**src/hdl/sigmoid_activation_unit_top_macros.svh**
```systemverilog
// Assertion macros used by the sigmoid activation unit top level.
`ifndef SIGMOID_ACTIVATION_UNIT_TOP_MACROS_SVH
`define SIGMOID_ACTIVATION_UNIT_TOP_MACROS_SVH

// Same-cycle implication, checked on every rising edge outside reset.
`define SAU_ASSERT_IMP(lbl, ante, cons, msg) \
	lbl: assert property (@(posedge clk) disable iff (!arst_n) (ante) |-> (cons)) \
		else $error(msg);

// Next-cycle implication, checked on every rising edge outside reset.
`define SAU_ASSERT_NXT(lbl, ante, cons, msg) \
	lbl: assert property (@(posedge clk) disable iff (!arst_n) (ante) |=> (cons)) \
		else $error(msg);

`endif

```
**src/hdl/sau_pkg.sv**
```systemverilog
// Shared types, constants and the interpolation knot table of the sigmoid unit.
package sau_pkg;

	localparam int DATA_W     = 16;
	localparam int SIG_W      = 15;
	localparam int SEGMENTS   = 32;
	// Segment count is a power of two, so the segment index is the top bits of x's offset above -8.0.
	localparam int SEG_BITS   = $clog2(SEGMENTS);
	localparam int SEG_W_BITS = DATA_W - SEG_BITS;
	localparam int NUM_W      = DATA_W + SEG_W_BITS + 1;
	localparam int YC_W       = 2 * SIG_W - 1;
	localparam int PROD_W     = DATA_W + YC_W;
	localparam int BWD_SHIFT  = 2 * SIG_W;
	localparam int TDATA_W    = 32;

	localparam logic [63:0] Q30_ONE  = 64'd1 << 30;
	localparam logic [63:0] Q30_HALF = 64'd1 << 29;

	typedef enum logic {
		CMD_FWD = 1'b0,
		CMD_BWD = 1'b1
	} cmd_t;

	typedef logic [SEGMENTS:0][SIG_W-1:0] knot_tab_t;

	// Stage one: table lookup done, y*(1-y) formed.
	typedef struct packed {
		cmd_t                    cmd;
		logic                    last;
		logic [SIG_W-1:0]        v0;
		logic signed [DATA_W-1:0] dv;
		logic [SEG_W_BITS-1:0]   t;
		logic [DATA_W-1:0]       mag;
		logic                    neg;
		logic [YC_W-1:0]         yc;
	} s1_t;

	// Stage two: products formed.
	typedef struct packed {
		cmd_t                    cmd;
		logic                    last;
		logic [SIG_W-1:0]        v0;
		logic signed [NUM_W-1:0] num;
		logic [PROD_W-1:0]       prod;
		logic                    neg;
	} s2_t;

	// Shift-subtract division, used only while the knot table is built.
	function automatic logic [63:0] udiv64(input logic [63:0] n, input logic [63:0] d);
		logic [64:0] rem;
		logic [63:0] q;
		rem = '0;
		q = '0;
		for (int i = 63; i >= 0; i--) begin
			rem = {rem[63:0], n[i]};
			if (rem >= {1'b0, d}) begin
				rem = rem - {1'b0, d};
				q[i] = 1'b1;
			end
		end
		return q;
	endfunction

	// exp(-a/4096) in Q30: short series on a/1048576, then eight squarings.
	function automatic logic [63:0] exp_neg_q30(input logic [63:0] a);
		logic [63:0] u;
		logic [63:0] u2;
		logic [63:0] u3;
		logic [63:0] u4;
		logic [63:0] s;
		u = a << 10;
		u2 = (u * u) >> 30;
		u3 = (u2 * u) >> 30;
		u4 = (u3 * u) >> 30;
		s = Q30_ONE - u + u2 / 64'd2 - u3 / 64'd6 + u4 / 64'd24;
		for (int i = 0; i < 8; i++) begin
			s = (s * s + Q30_HALF) >> 30;
		end
		return s;
	endfunction

	// Sigmoid in Q1.15 at each evenly spaced knot over [-8, +8].
	function automatic knot_tab_t build_knots();
		knot_tab_t tab;
		logic [63:0] pos;
		logic [63:0] a;
		logic [63:0] d;
		logic [63:0] v;
		logic        below;
		for (int k = 0; k <= SEGMENTS; k++) begin
			pos = 64'(k) << SEG_W_BITS;
			below = (pos < 64'd32768);
			a = below ? (64'd32768 - pos) : (pos - 64'd32768);
			if (a > 64'd32768) begin
				a = 64'd32768;
			end
			d = Q30_ONE + exp_neg_q30(a);
			v = udiv64((64'd1 << 45) + (d >> 1), d);
			if (below) begin
				v = (v > 64'd32768) ? 64'd0 : (64'd32768 - v);
			end
			if (v > 64'd32767) begin
				v = 64'd32767;
			end
			tab[k] = v[SIG_W-1:0];
		end
		return tab;
	endfunction

	localparam knot_tab_t KNOTS = build_knots();

endpackage

```
**src/hdl/sau_prep.sv**
```systemverilog
// First pipeline stage: knot lookup for forward items, y*(1-y) for backward items.
module sau_prep (
	input  logic                          clk,
	input  logic                          en,
	input  sau_pkg::cmd_t                 cmd,
	input  logic [sau_pkg::DATA_W-1:0]    x_or_grad,
	input  logic [sau_pkg::SIG_W-1:0]     sig_value,
	input  logic                          last_in,
	output sau_pkg::s1_t                  stage_s1
);
	import sau_pkg::*;

	logic [DATA_W-1:0]     offs;
	logic [SEG_BITS-1:0]   seg;
	logic [SEG_BITS:0]     seg_next;
	logic [SIG_W-1:0]      v0;
	logic [SIG_W-1:0]      v1;
	logic [DATA_W-1:0]     comp;
	logic [SIG_W+DATA_W-1:0] yc_full;
	s1_t                   nxt;

	// Flipping the sign bit turns x into its offset above -8.0.
	assign offs     = {~x_or_grad[DATA_W-1], x_or_grad[DATA_W-2:0]};
	assign seg      = offs[DATA_W-1:SEG_W_BITS];
	assign seg_next = {1'b0, seg} + (SEG_BITS+1)'(1);
	assign v0       = KNOTS[{1'b0, seg}];
	assign v1       = KNOTS[seg_next];
	assign comp     = (DATA_W)'(1 << SIG_W) - {1'b0, sig_value};
	assign yc_full  = sig_value * comp;

	always_comb begin
		nxt.cmd  = cmd;
		nxt.last = last_in;
		nxt.v0   = v0;
		nxt.dv   = $signed({1'b0, v1}) - $signed({1'b0, v0});
		nxt.t    = offs[SEG_W_BITS-1:0];
		nxt.mag  = x_or_grad[DATA_W-1] ? (~x_or_grad + (DATA_W)'(1)) : x_or_grad;
		nxt.neg  = x_or_grad[DATA_W-1];
		nxt.yc   = yc_full[YC_W-1:0];
	end

	always_ff @(posedge clk) begin
		if (en) begin
			stage_s1 <= nxt;
		end
	end

endmodule

```
**src/hdl/sau_mul.sv**
```systemverilog
// Second pipeline stage: interpolation product and gradient product.
module sau_mul (
	input  logic         clk,
	input  logic         en,
	input  sau_pkg::s1_t stage_s1,
	output sau_pkg::s2_t stage_s2
);
	import sau_pkg::*;

	s2_t nxt;

	always_comb begin
		nxt.cmd  = stage_s1.cmd;
		nxt.last = stage_s1.last;
		nxt.v0   = stage_s1.v0;
		// Both products are formed at full width so no high bits are lost.
		nxt.num  = (NUM_W)'(stage_s1.dv)
			* $signed({{(NUM_W-SEG_W_BITS){1'b0}}, stage_s1.t});
		nxt.prod = {{(PROD_W-DATA_W){1'b0}}, stage_s1.mag}
			* {{(PROD_W-YC_W){1'b0}}, stage_s1.yc};
		nxt.neg  = stage_s1.neg;
	end

	always_ff @(posedge clk) begin
		if (en) begin
			stage_s2 <= nxt;
		end
	end

endmodule

```
**src/hdl/sau_post.sv**
```systemverilog
// Third pipeline stage: rounding, sign and clamping into the result register.
module sau_post (
	input  logic                           clk,
	input  logic                           en,
	input  sau_pkg::s2_t                   stage_s2,
	output logic [sau_pkg::DATA_W-1:0]     result_s3,
	output logic                           last_s3
);
	import sau_pkg::*;

	logic [NUM_W-1:0]        anum;
	logic [NUM_W-1:0]        q;
	logic signed [NUM_W:0]   ysum;
	logic [SIG_W-1:0]        yclamp;
	logic [PROD_W:0]         prod_rnd;
	logic [DATA_W-1:0]       r;
	logic [DATA_W-1:0]       res;

	// Forward: divide by the segment width with rounding half away from zero.
	assign anum = stage_s2.num[NUM_W-1] ? (~stage_s2.num + (NUM_W)'(1)) : stage_s2.num;
	assign q    = (anum + (NUM_W)'(1 << (SEG_W_BITS - 1))) >> SEG_W_BITS;
	assign ysum = stage_s2.num[NUM_W-1]
		? ($signed({2'b00, (NUM_W-1)'(stage_s2.v0)}) - $signed({1'b0, q}))
		: ($signed({2'b00, (NUM_W-1)'(stage_s2.v0)}) + $signed({1'b0, q}));

	always_comb begin
		if (ysum < 0) begin
			yclamp = '0;
		end else if (ysum > $signed((NUM_W+1)'((1 << SIG_W) - 1))) begin
			yclamp = '1;
		end else begin
			yclamp = ysum[SIG_W-1:0];
		end
	end

	// Backward: the product is at most 2^43, so the Q4.12 result stays within +-8192.
	assign prod_rnd = {1'b0, stage_s2.prod} + (PROD_W+1)'(64'd1 << (BWD_SHIFT - 1));
	assign r        = (DATA_W)'(prod_rnd >> BWD_SHIFT);
	assign res      = stage_s2.neg ? (~r + (DATA_W)'(1)) : r;

	always_ff @(posedge clk) begin
		if (en) begin
			result_s3 <= (stage_s2.cmd == CMD_FWD) ? {1'b0, yclamp} : res;
			last_s3   <= stage_s2.last;
		end
	end

endmodule

```
**src/hdl/sigmoid_activation_unit_top.sv**
```systemverilog
// Top level of the sigmoid activation unit: stream ports and pipeline valid control.
//
// One input transaction on the s_axis group carries one tensor element; one
// output transaction on the m_axis group returns its result, in the same order.
// tuser selects the operation: forward sigmoid or backward gradient. Forward
// takes x in Q4.12 and returns sigmoid(x) in Q1.15 by linear interpolation
// between 33 knots over [-8, +8]. Backward takes a Q4.12 gradient and a stored
// Q1.15 sigmoid value and returns grad*y*(1-y) in Q4.12, rounded half away
// from zero. tlast passes through with its element.
// One transaction is accepted every cycle while the output is taken. The three
// stages are the knot lookup, the multiply, and the rounding and clamp.
// Reset clears the stage valid bits only; the stage data registers are not reset.
// When the receiver holds m_axis_tready low, the result waits in the output
// register and the stages behind it keep filling; s_axis_tready drops only once
// all three stages hold a transaction.
module sigmoid_activation_unit_top (
	input  logic                             clk,
	input  logic                             arst_n,
	input  logic                             s_axis_tvalid,
	output logic                             s_axis_tready,
	input  logic [sau_pkg::TDATA_W-1:0]      s_axis_tdata,  // [15:0] x_or_grad, [30:16] sig_value
	input  logic                             s_axis_tuser,  // [0] cmd
	input  logic                             s_axis_tlast,
	output logic                             m_axis_tvalid,
	input  logic                             m_axis_tready,
	output logic [sau_pkg::DATA_W-1:0]       m_axis_tdata,  // [15:0] result_value
	output logic                             m_axis_tlast
);
	import sau_pkg::*;

	`include "sigmoid_activation_unit_top_macros.svh"

	logic  valid_s1;
	logic  valid_s2;
	logic  valid_s3;
	logic  adv1;
	logic  adv2;
	logic  adv3;
	cmd_t  cmd;
	s1_t   stage_s1;
	s2_t   stage_s2;

	// A stage moves forward when it is empty or the one after it moves.
	assign adv3 = !valid_s3 || m_axis_tready;
	assign adv2 = !valid_s2 || adv3;
	assign adv1 = !valid_s1 || adv2;

	assign s_axis_tready = adv1;
	assign m_axis_tvalid = valid_s3;
	assign cmd           = cmd_t'(s_axis_tuser);

	always_ff @(posedge clk or negedge arst_n) begin
		if (!arst_n) begin
			valid_s1 <= 1'b0;
			valid_s2 <= 1'b0;
			valid_s3 <= 1'b0;
		end else begin
			if (adv1) begin
				valid_s1 <= s_axis_tvalid;
			end
			if (adv2) begin
				valid_s2 <= valid_s1;
			end
			if (adv3) begin
				valid_s3 <= valid_s2;
			end
		end
	end

	sau_prep u_prep (
		.clk       (clk),
		.en        (adv1),
		.cmd       (cmd),
		.x_or_grad (s_axis_tdata[DATA_W-1:0]),
		.sig_value (s_axis_tdata[DATA_W+SIG_W-1:DATA_W]),
		.last_in   (s_axis_tlast),
		.stage_s1  (stage_s1)
	);

	sau_mul u_mul (
		.clk      (clk),
		.en       (adv2),
		.stage_s1 (stage_s1),
		.stage_s2 (stage_s2)
	);

	sau_post u_post (
		.clk       (clk),
		.en        (adv3),
		.stage_s2  (stage_s2),
		.result_s3 (m_axis_tdata),
		.last_s3   (m_axis_tlast)
	);

	`SAU_ASSERT_NXT(a_accept_fills_s1, s_axis_tvalid && s_axis_tready, valid_s1, "accepted transaction did not reach stage one")
	`SAU_ASSERT_IMP(a_full_stall_blocks, valid_s1 && valid_s2 && valid_s3 && !m_axis_tready, !s_axis_tready, "input taken while pipeline full and stalled")
	`SAU_ASSERT_NXT(a_s2_held, valid_s2 && !adv2, valid_s2, "stalled stage two transaction was lost")
	`SAU_ASSERT_IMP(a_out_from_s2, $rose(m_axis_tvalid), $past(valid_s2), "result appeared without a transaction in stage two")

endmodule

```
**config.mk**
```make
export PLATFORM = sky130hd
export DESIGN_NAME = sigmoid_activation_unit_top
export DESIGN_NICKNAME = d
export VERILOG_FILES = /design/src/hdl/sau_pkg.sv /design/src/hdl/sau_prep.sv /design/src/hdl/sau_mul.sv /design/src/hdl/sau_post.sv /design/src/hdl/sigmoid_activation_unit_top.sv
export VERILOG_INCLUDE_DIRS = /design/src /design/src/hdl
export SDC_FILE = /design/constraint.sdc
export NUM_CORES = 2
export LEC_CHECK = 0
export BUFFER_PORTS_ARGS = -buffer_cell sky130_fd_sc_hd__buf_2
export CORE_MARGIN = 2
export CORE_UTILIZATION = 28
export CTS_BUF_LIST = sky130_fd_sc_hd__clkbuf_2
export CTS_CLUSTER_SIZE = 16
export DETAILED_ROUTE_END_ITERATION = 8
export PLACE_DENSITY = 0.39
export SLEW_MARGIN = 40
export SYNTH_ARGS = -nofsm -noshare
export SYNTH_HDL_FRONTEND = slang
export SYNTH_SLANG_ARGS = --single-unit
```
**constraint.sdc**
```tcl
create_clock -name clk -period 13.6 [get_ports clk]
set_input_delay 0.68 -clock clk [delete_from_list [all_inputs] [get_ports clk]]
set_output_delay 0.68 -clock clk [all_outputs]
set_load 0.02 [all_outputs]
```
# Word level (Yosys, flattened, before mapping)
# Memory sizes are Yosys's and may differ from the RTL's.
# Cells that the tools add are included.
dict set report op_classes {
  eq_ne 0
  n_mux 9
  bitwise_logic 4
  shifts 0
  n_lt_le_gt_ge 4
  reduce_logical 6
  div_mod_pow 0
  n_addsub 10
  multipliers 3
}
# op n
set ops {}
lappend ops {{two-way mux 15 bit} 6}
lappend ops {{adder 45 x 30 -> 46 bit, second input constant} 1}
lappend ops {{multiplier 16 x 29 -> 45 bit} 1}
lappend ops {{adder 16 x 1 -> 16 bit, second input constant} 2}
lappend ops {{inverter 16 bit} 2}
lappend ops {{greater-than comparator 29 x 16 -> 1 bit, second input constant} 1}
lappend ops {{less-than comparator 29 x 1 -> 1 bit, second input constant} 1}
lappend ops {{multiplier 15 x 16 -> 29 bit} 1}
lappend ops {{two-way mux 29 bit} 1}
lappend ops {{adder 28 x 11 -> 28 bit, second input constant} 1}
lappend ops {{adder 28 x 2 -> 28 bit, second input constant} 1}
lappend ops {{multiplier 16 x 12 -> 28 bit} 1}
lappend ops {{two-way mux 28 bit} 1}
lappend ops {{inverter 28 bit} 1}
lappend ops {{adder 15 x 17 -> 18 bit} 1}
lappend ops {{subtractor 15 x 17 -> 18 bit} 1}
lappend ops {{two-way mux 16 bit} 1}
lappend ops {{subtractor 15 x 15 -> 16 bit} 1}
lappend ops {{subtractor 16 x 15 -> 16 bit, first input constant} 1}
lappend ops {{less-than comparator 5 x 7 -> 1 bit, second input constant} 1}
lappend ops {{less-than comparator 6 x 7 -> 1 bit, second input constant} 1}
lappend ops {{adder 5 x 1 -> 6 bit, second input constant} 1}
lappend ops {{zero test 1 bit} 3}
lappend ops {{logical OR 1 bit} 3}
lappend ops {{inverter 1 bit} 1}
dict set report word_totals {
  n_memories 2
  ff_bits 201
  mem_bits_rw 0
  latch_bits 0
  elab_cells 59
  output_inout_bits 19
  romBits 1440
}
# memory words word_bits rd rd_clocked_by_memory_dff wr line
set mem_list {}
lappend mem_list {{(name not given)} 64 15 1 0 0 sau_prep.sv:27} ;# assign v1 = KNOTS[seg_next];
lappend mem_list {{(name not given)} 32 15 1 0 0 sau_prep.sv:26} ;# assign v0 = KNOTS[{1'b0, seg}];

# Logic depth before layout (Yosys ltp)
dict set report depth {
  ltp_word 10
  mapped_depth 32
}

# By module
# From an unflattened synthesis, not the netlist that was laid out.
dict set report unflattened {
  hier_cells 4445
  hier_area_um2 41228.3
}
# mod area_per_inst_um2 instances cells_per_inst
set by_module_without_submodules {}
lappend by_module_without_submodules {sau_mul 23724.0 1 2502}
lappend by_module_without_submodules {sau_prep 13510.5 1 1420}
lappend by_module_without_submodules {sau_post 3867.5 1 513}
lappend by_module_without_submodules {sigmoid_activation_unit_top 126.4 1 10}

# Least setup slack after synthesis
# No wires, ideal clock.
dict set report synth_path {
  path_type {input-to-reg}
  from {in s_axis_tdata[16] (netlist name)}
  to {reg u_prep.stage_s1[27] (netlist name)}
  path_stages 27
  arrival_ps 7698
  setup_ps 258
  path_slack_ps 5645
  path_cell_list {clkbuf_1 -> inv_1 -> ha_1 -> nor3b_1 -> nor3b_1 -> nand2b_1 -> nor4_1 -> ha_1 -> clkbuf_1 -> nand2b_1 -> fa_1 -> fa_1 -> fa_1 -> inv_1 -> fa_1 -> fa_1 -> fa_1 -> ha_1 -> a21o_1 -> a21o_1 -> a2111oi_0 -> o21a_1 -> nor3_1 -> or4_1 -> a21o_1 -> a21oi_1 -> xnor2_1}
}
# element line
set synth_lines {}
lappend synth_lines {{start, declared} sigmoid_activation_unit_top.sv:21} ;# input logic [sau_pkg::TDATA_W-1:0] s_axis_tdata,

==> metrics.md <==
| Metric | Value |
|---|---|
| Final worst setup slack | 4.69 ns |
| I/O Pins | 57 |
| Worst skew pair latency | 1.04 ns |
| Synth Instances | 4,235 |
| Sequential-to-total area share from yosys stat | 13.1% |
| FMAX | 112 MHz |
| I/O Buffers | 55 |
| Min cycle time layout | 8.91 ns |
| Core Region | 138,000 um2 |
| Initial antenna violation count | 9 |
| Slowest-stage cell, CP | nor3b_1 |
| Longest Clk Path Bufs | 2 |
| Synthesis-stage register bit count | 171 |
| Post-DP HPWL | 82,400 um |
| Hold violation count in the final report | 0 |
| Vias in the first global route | 29,400 |
| Buf+Inv Stages, Crit Path | 9 |
| Fillers | 14,700 |
| Vias | 27,000 |
| Hold Slack | 0.232 ns |
| Final Cell Area | 41,600 um2 |
| Initial DRT Pass Iterations | 8 |
| First-pass GRT wire length | 170,000 um |
| Largest net degree at the start of global routing | 92 |
| Worst Setup EP | u_prep.stage_s1[27]$_DFFE_PP_ |
| First DRT Iteration DRCs | 1,248 |
| Crit. path cell count | 31 |
| RSZ-0062 raised after global routing | false |
| CTS H-tree lvls | 4 |
| Reg-to-reg startpoint | u_prep.stage_s1[19]$_DFFE_PP_ |
| R2R setup slack | 6.15 ns |
| # clock sinks | 171 |
| Post-CTS Hold Fix Bufs | 17 |
| Die H | 377 um |
| Post-synth EDFFs | 168 |
| Rel. slew slack | 41.6% |
| Outcome | complete, no violations |
| CP startpoint kind | input port |
| Worst slew pin tran | 0.876 ns |
| Root cell of the clock tree | clkbuf_2 |
| Layout cells sized above 1 | 4.42% |
| Gates resized, CTS repair | 0 |
| Area post-placement | 41,100 um2 |
| Synth cell types | 86 |
| Fin Setup TNS | 0 ns |
| Crit-path max FO | 27 |
| Reg-to-Reg End | u_mul.stage_s2[39]$_DFFE_PP_ |
| Slew Viols, Final | 0 |
| Final nets | 5,301 |
| Dpl ws | 3.95 ns |
| Final setup vio count | 0 |
| Max cap viols | 0 |
| Worst R2R Path Depth | 21 |
| Antenna Nets Post-Route | 0 |
| Crit path launch | s_axis_tdata[16] |
| CP Data Required Time | 14.38 ns |
| WL per Instance | 17.4 um |
| Drt drc | 0 |
| Routed wire length | 105,000 um |
| Die ar. | 142,000 um2 |
| Clk slew on worst S/H paths | 0.29 ns |
| Initial Util | 28.3% |
| Synth Flop Type | edfxtp_1 |
| Worst hold path type | input port to register |
| Worst setup EP type | register |
| Gpl congestion | 0.760 |
| Post-synth ARST share | 1.75% |
| Post-CTS setup repair buffer count | 0 |
| Chip Width | 377 um |
| Fin crit share | 65.5% |
| Routed vias/inst | 4.50 |
| Syn_area_per_cell | 9.20 um2 |
| GRT overflow | 0 |
| Synthesis-to-layout area growth | 6.88% |
| Register Area | 5120 um2 |
| Top delay family on crit path | adder cells |
| Worst path max stage delay | 0.57 ns |
| CP Class | input port to register |
| Final Skew | 0.0742 ns |
| Cell area after synthesis | 38,900 um2 |
| Synth warnings | 0 |
| Inserted Clock Buffers | 17 |
| Rows | 136 |
| GRT Total Usage | 15.3% |
| TritonCTS clock tree | yes |
| Worst EP arrival | 9.69 ns |
| Multi-input gate area | 29,800 um2 |
## flip-flops by register name (all words and copies together), names as in the netlist
name,flops
u_post.result_s3,16
u_prep.stage_s1,89
valid_s2,1
m_axis_tvalid,1
u_mul.stage_s2,62
u_post.last_s3,1
valid_s1,1
## per-layer routing
metal,routed length (um),track usage (%),vias up
met5,57,0,-
met4,1610,3.09,10
met3,2720,1.74,76
met2,47100,24.5,275
met1,53200,22.1,13700
li1,-,-,12900
## cell type report
cell class,instances,area share (%)
repair buffers,119,2.11
well taps,1794,5.39
multi-input cells,3002,71.5
clock inverters,14,0.442
flip-flops and latches,171,12.3
inverters,885,7.98
clock buffers,18,0.216
diodes,3,0.0180
## layout by cell type, fill, tap and decap left out, drive strengths merged, types with 17 or more instances in the layout
cell / instances
o211ai: 17
nand2b: 139
and2: 249
nor2b: 68
nor3: 50
edfxtp: 168
dlygate4sd3: 17
clkbuf: 18
a21o: 32
fa: 717
a31oi: 20
nand3: 38
ha: 350
buf: 102
xor2: 46
nand2: 556
inv: 891
o21a: 18
a21oi: 109
xnor2: 125
o21ai: 106
nand4: 21
nor2: 120
## kinds of logic after synthesis
kind of cell | share of synthesized area (%)
AND/OR/NAND/NOR | 16.8
buffers and inverters | 10.5
adder cells (fa/ha/maj) | 48.1
AO/OA/AOI/OAI | 7.26
XOR/XNOR | 3.85
flip-flops | 13.1
multiplexers | 0.276
other | 0.0193
## cell usage after synthesis, drive strengths merged, types with 8 or more instances
| library cell | number | area, um2 |
|---|---|---|
| a211oi | 15 | 125 |
| a21o | 32 | 240 |
| a21oi | 109 | 546 |
| a31o | 12 | 105 |
| a31oi | 20 | 125 |
| and2 | 249 | 1560 |
| and3 | 13 | 83.8 |
| buf | 23 | 150 |
| clkbuf | 165 | 629 |
| edfxtp | 168 | 5040 |
| fa | 717 | 14400 |
| ha | 350 | 4380 |
| inv | 884 | 3320 |
| nand2 | 556 | 2090 |
| nand2b | 139 | 870 |
| nand3 | 38 | 190 |
| nand4 | 21 | 175 |
| nor2 | 120 | 458 |
| nor2b | 68 | 425 |
| nor3 | 50 | 267 |
| nor4 | 8 | 80.1 |
| o2111ai | 13 | 114 |
| o211ai | 17 | 143 |
| o21a | 18 | 135 |
| o21ai | 106 | 538 |
| o21bai | 12 | 90.1 |
| o31ai | 14 | 105 |
| or2 | 8 | 50.1 |
| or3 | 12 | 75.1 |
| xnor2 | 125 | 1090 |
| xor2 | 46 | 403 |
## worst reg2reg max path, cell delays in order, from the launching register on
cell,delay [ns]
edfxtp_1,0.99
nand2_1,0.18
fa_1,0.58
inv_1,0.05
fa_1,0.47
fa_1,0.50
fa_1,0.51
fa_1,0.49
inv_1,0.05
fa_1,0.48
inv_1,0.06
ha_1,0.28
a21oi_1,0.30
nand2_1,0.10
o21ai_0,0.42
o31ai_2,0.13
buf_4,0.20
o211a_1,0.32
a311oi_1,0.64
inv_1,0.13
a31o_2,0.28
xor2_1,0.13
## stage by stage
stage	std cells	util, %
finish	6006	30.2
global route	6005	30.2
CTS	5996	30.1
detailed placement	5947	29.8
global placement	5938	29.7
floorplan	4246	-
## how the worst min path moves through the flow
| stage | to | slack, ns | depth (start not counted) | from |
|---|---|---|---|---|
| floorplan | m_axis_tvalid$_DFFE_PN0P_ | 0.38 | 0 | arst_n |
| finish | m_axis_tvalid$_DFFE_PN0P_ | 0.23 | 3 | m_axis_tready |
| global placement | u_mul.stage_s2[81]$_DFFE_PP_ | 0.40 | 0 | u_prep.stage_s1[80]$_DFFE_PP_ |
| CTS | u_prep.stage_s1[42]$_DFFE_PP_ | 0.09 | 2 | s_axis_tdata[12] |
| global route | u_prep.stage_s1[42]$_DFFE_PP_ | 0.18 | 2 | s_axis_tdata[12] |
| detailed placement | u_mul.stage_s2[90]$_DFFE_PP_ | 0.40 | 0 | u_prep.stage_s1[89]$_DFFE_PP_ |
Power is not shown: default switching activity piles up to over one toggle a cycle in this logic, so the estimate is an artifact.
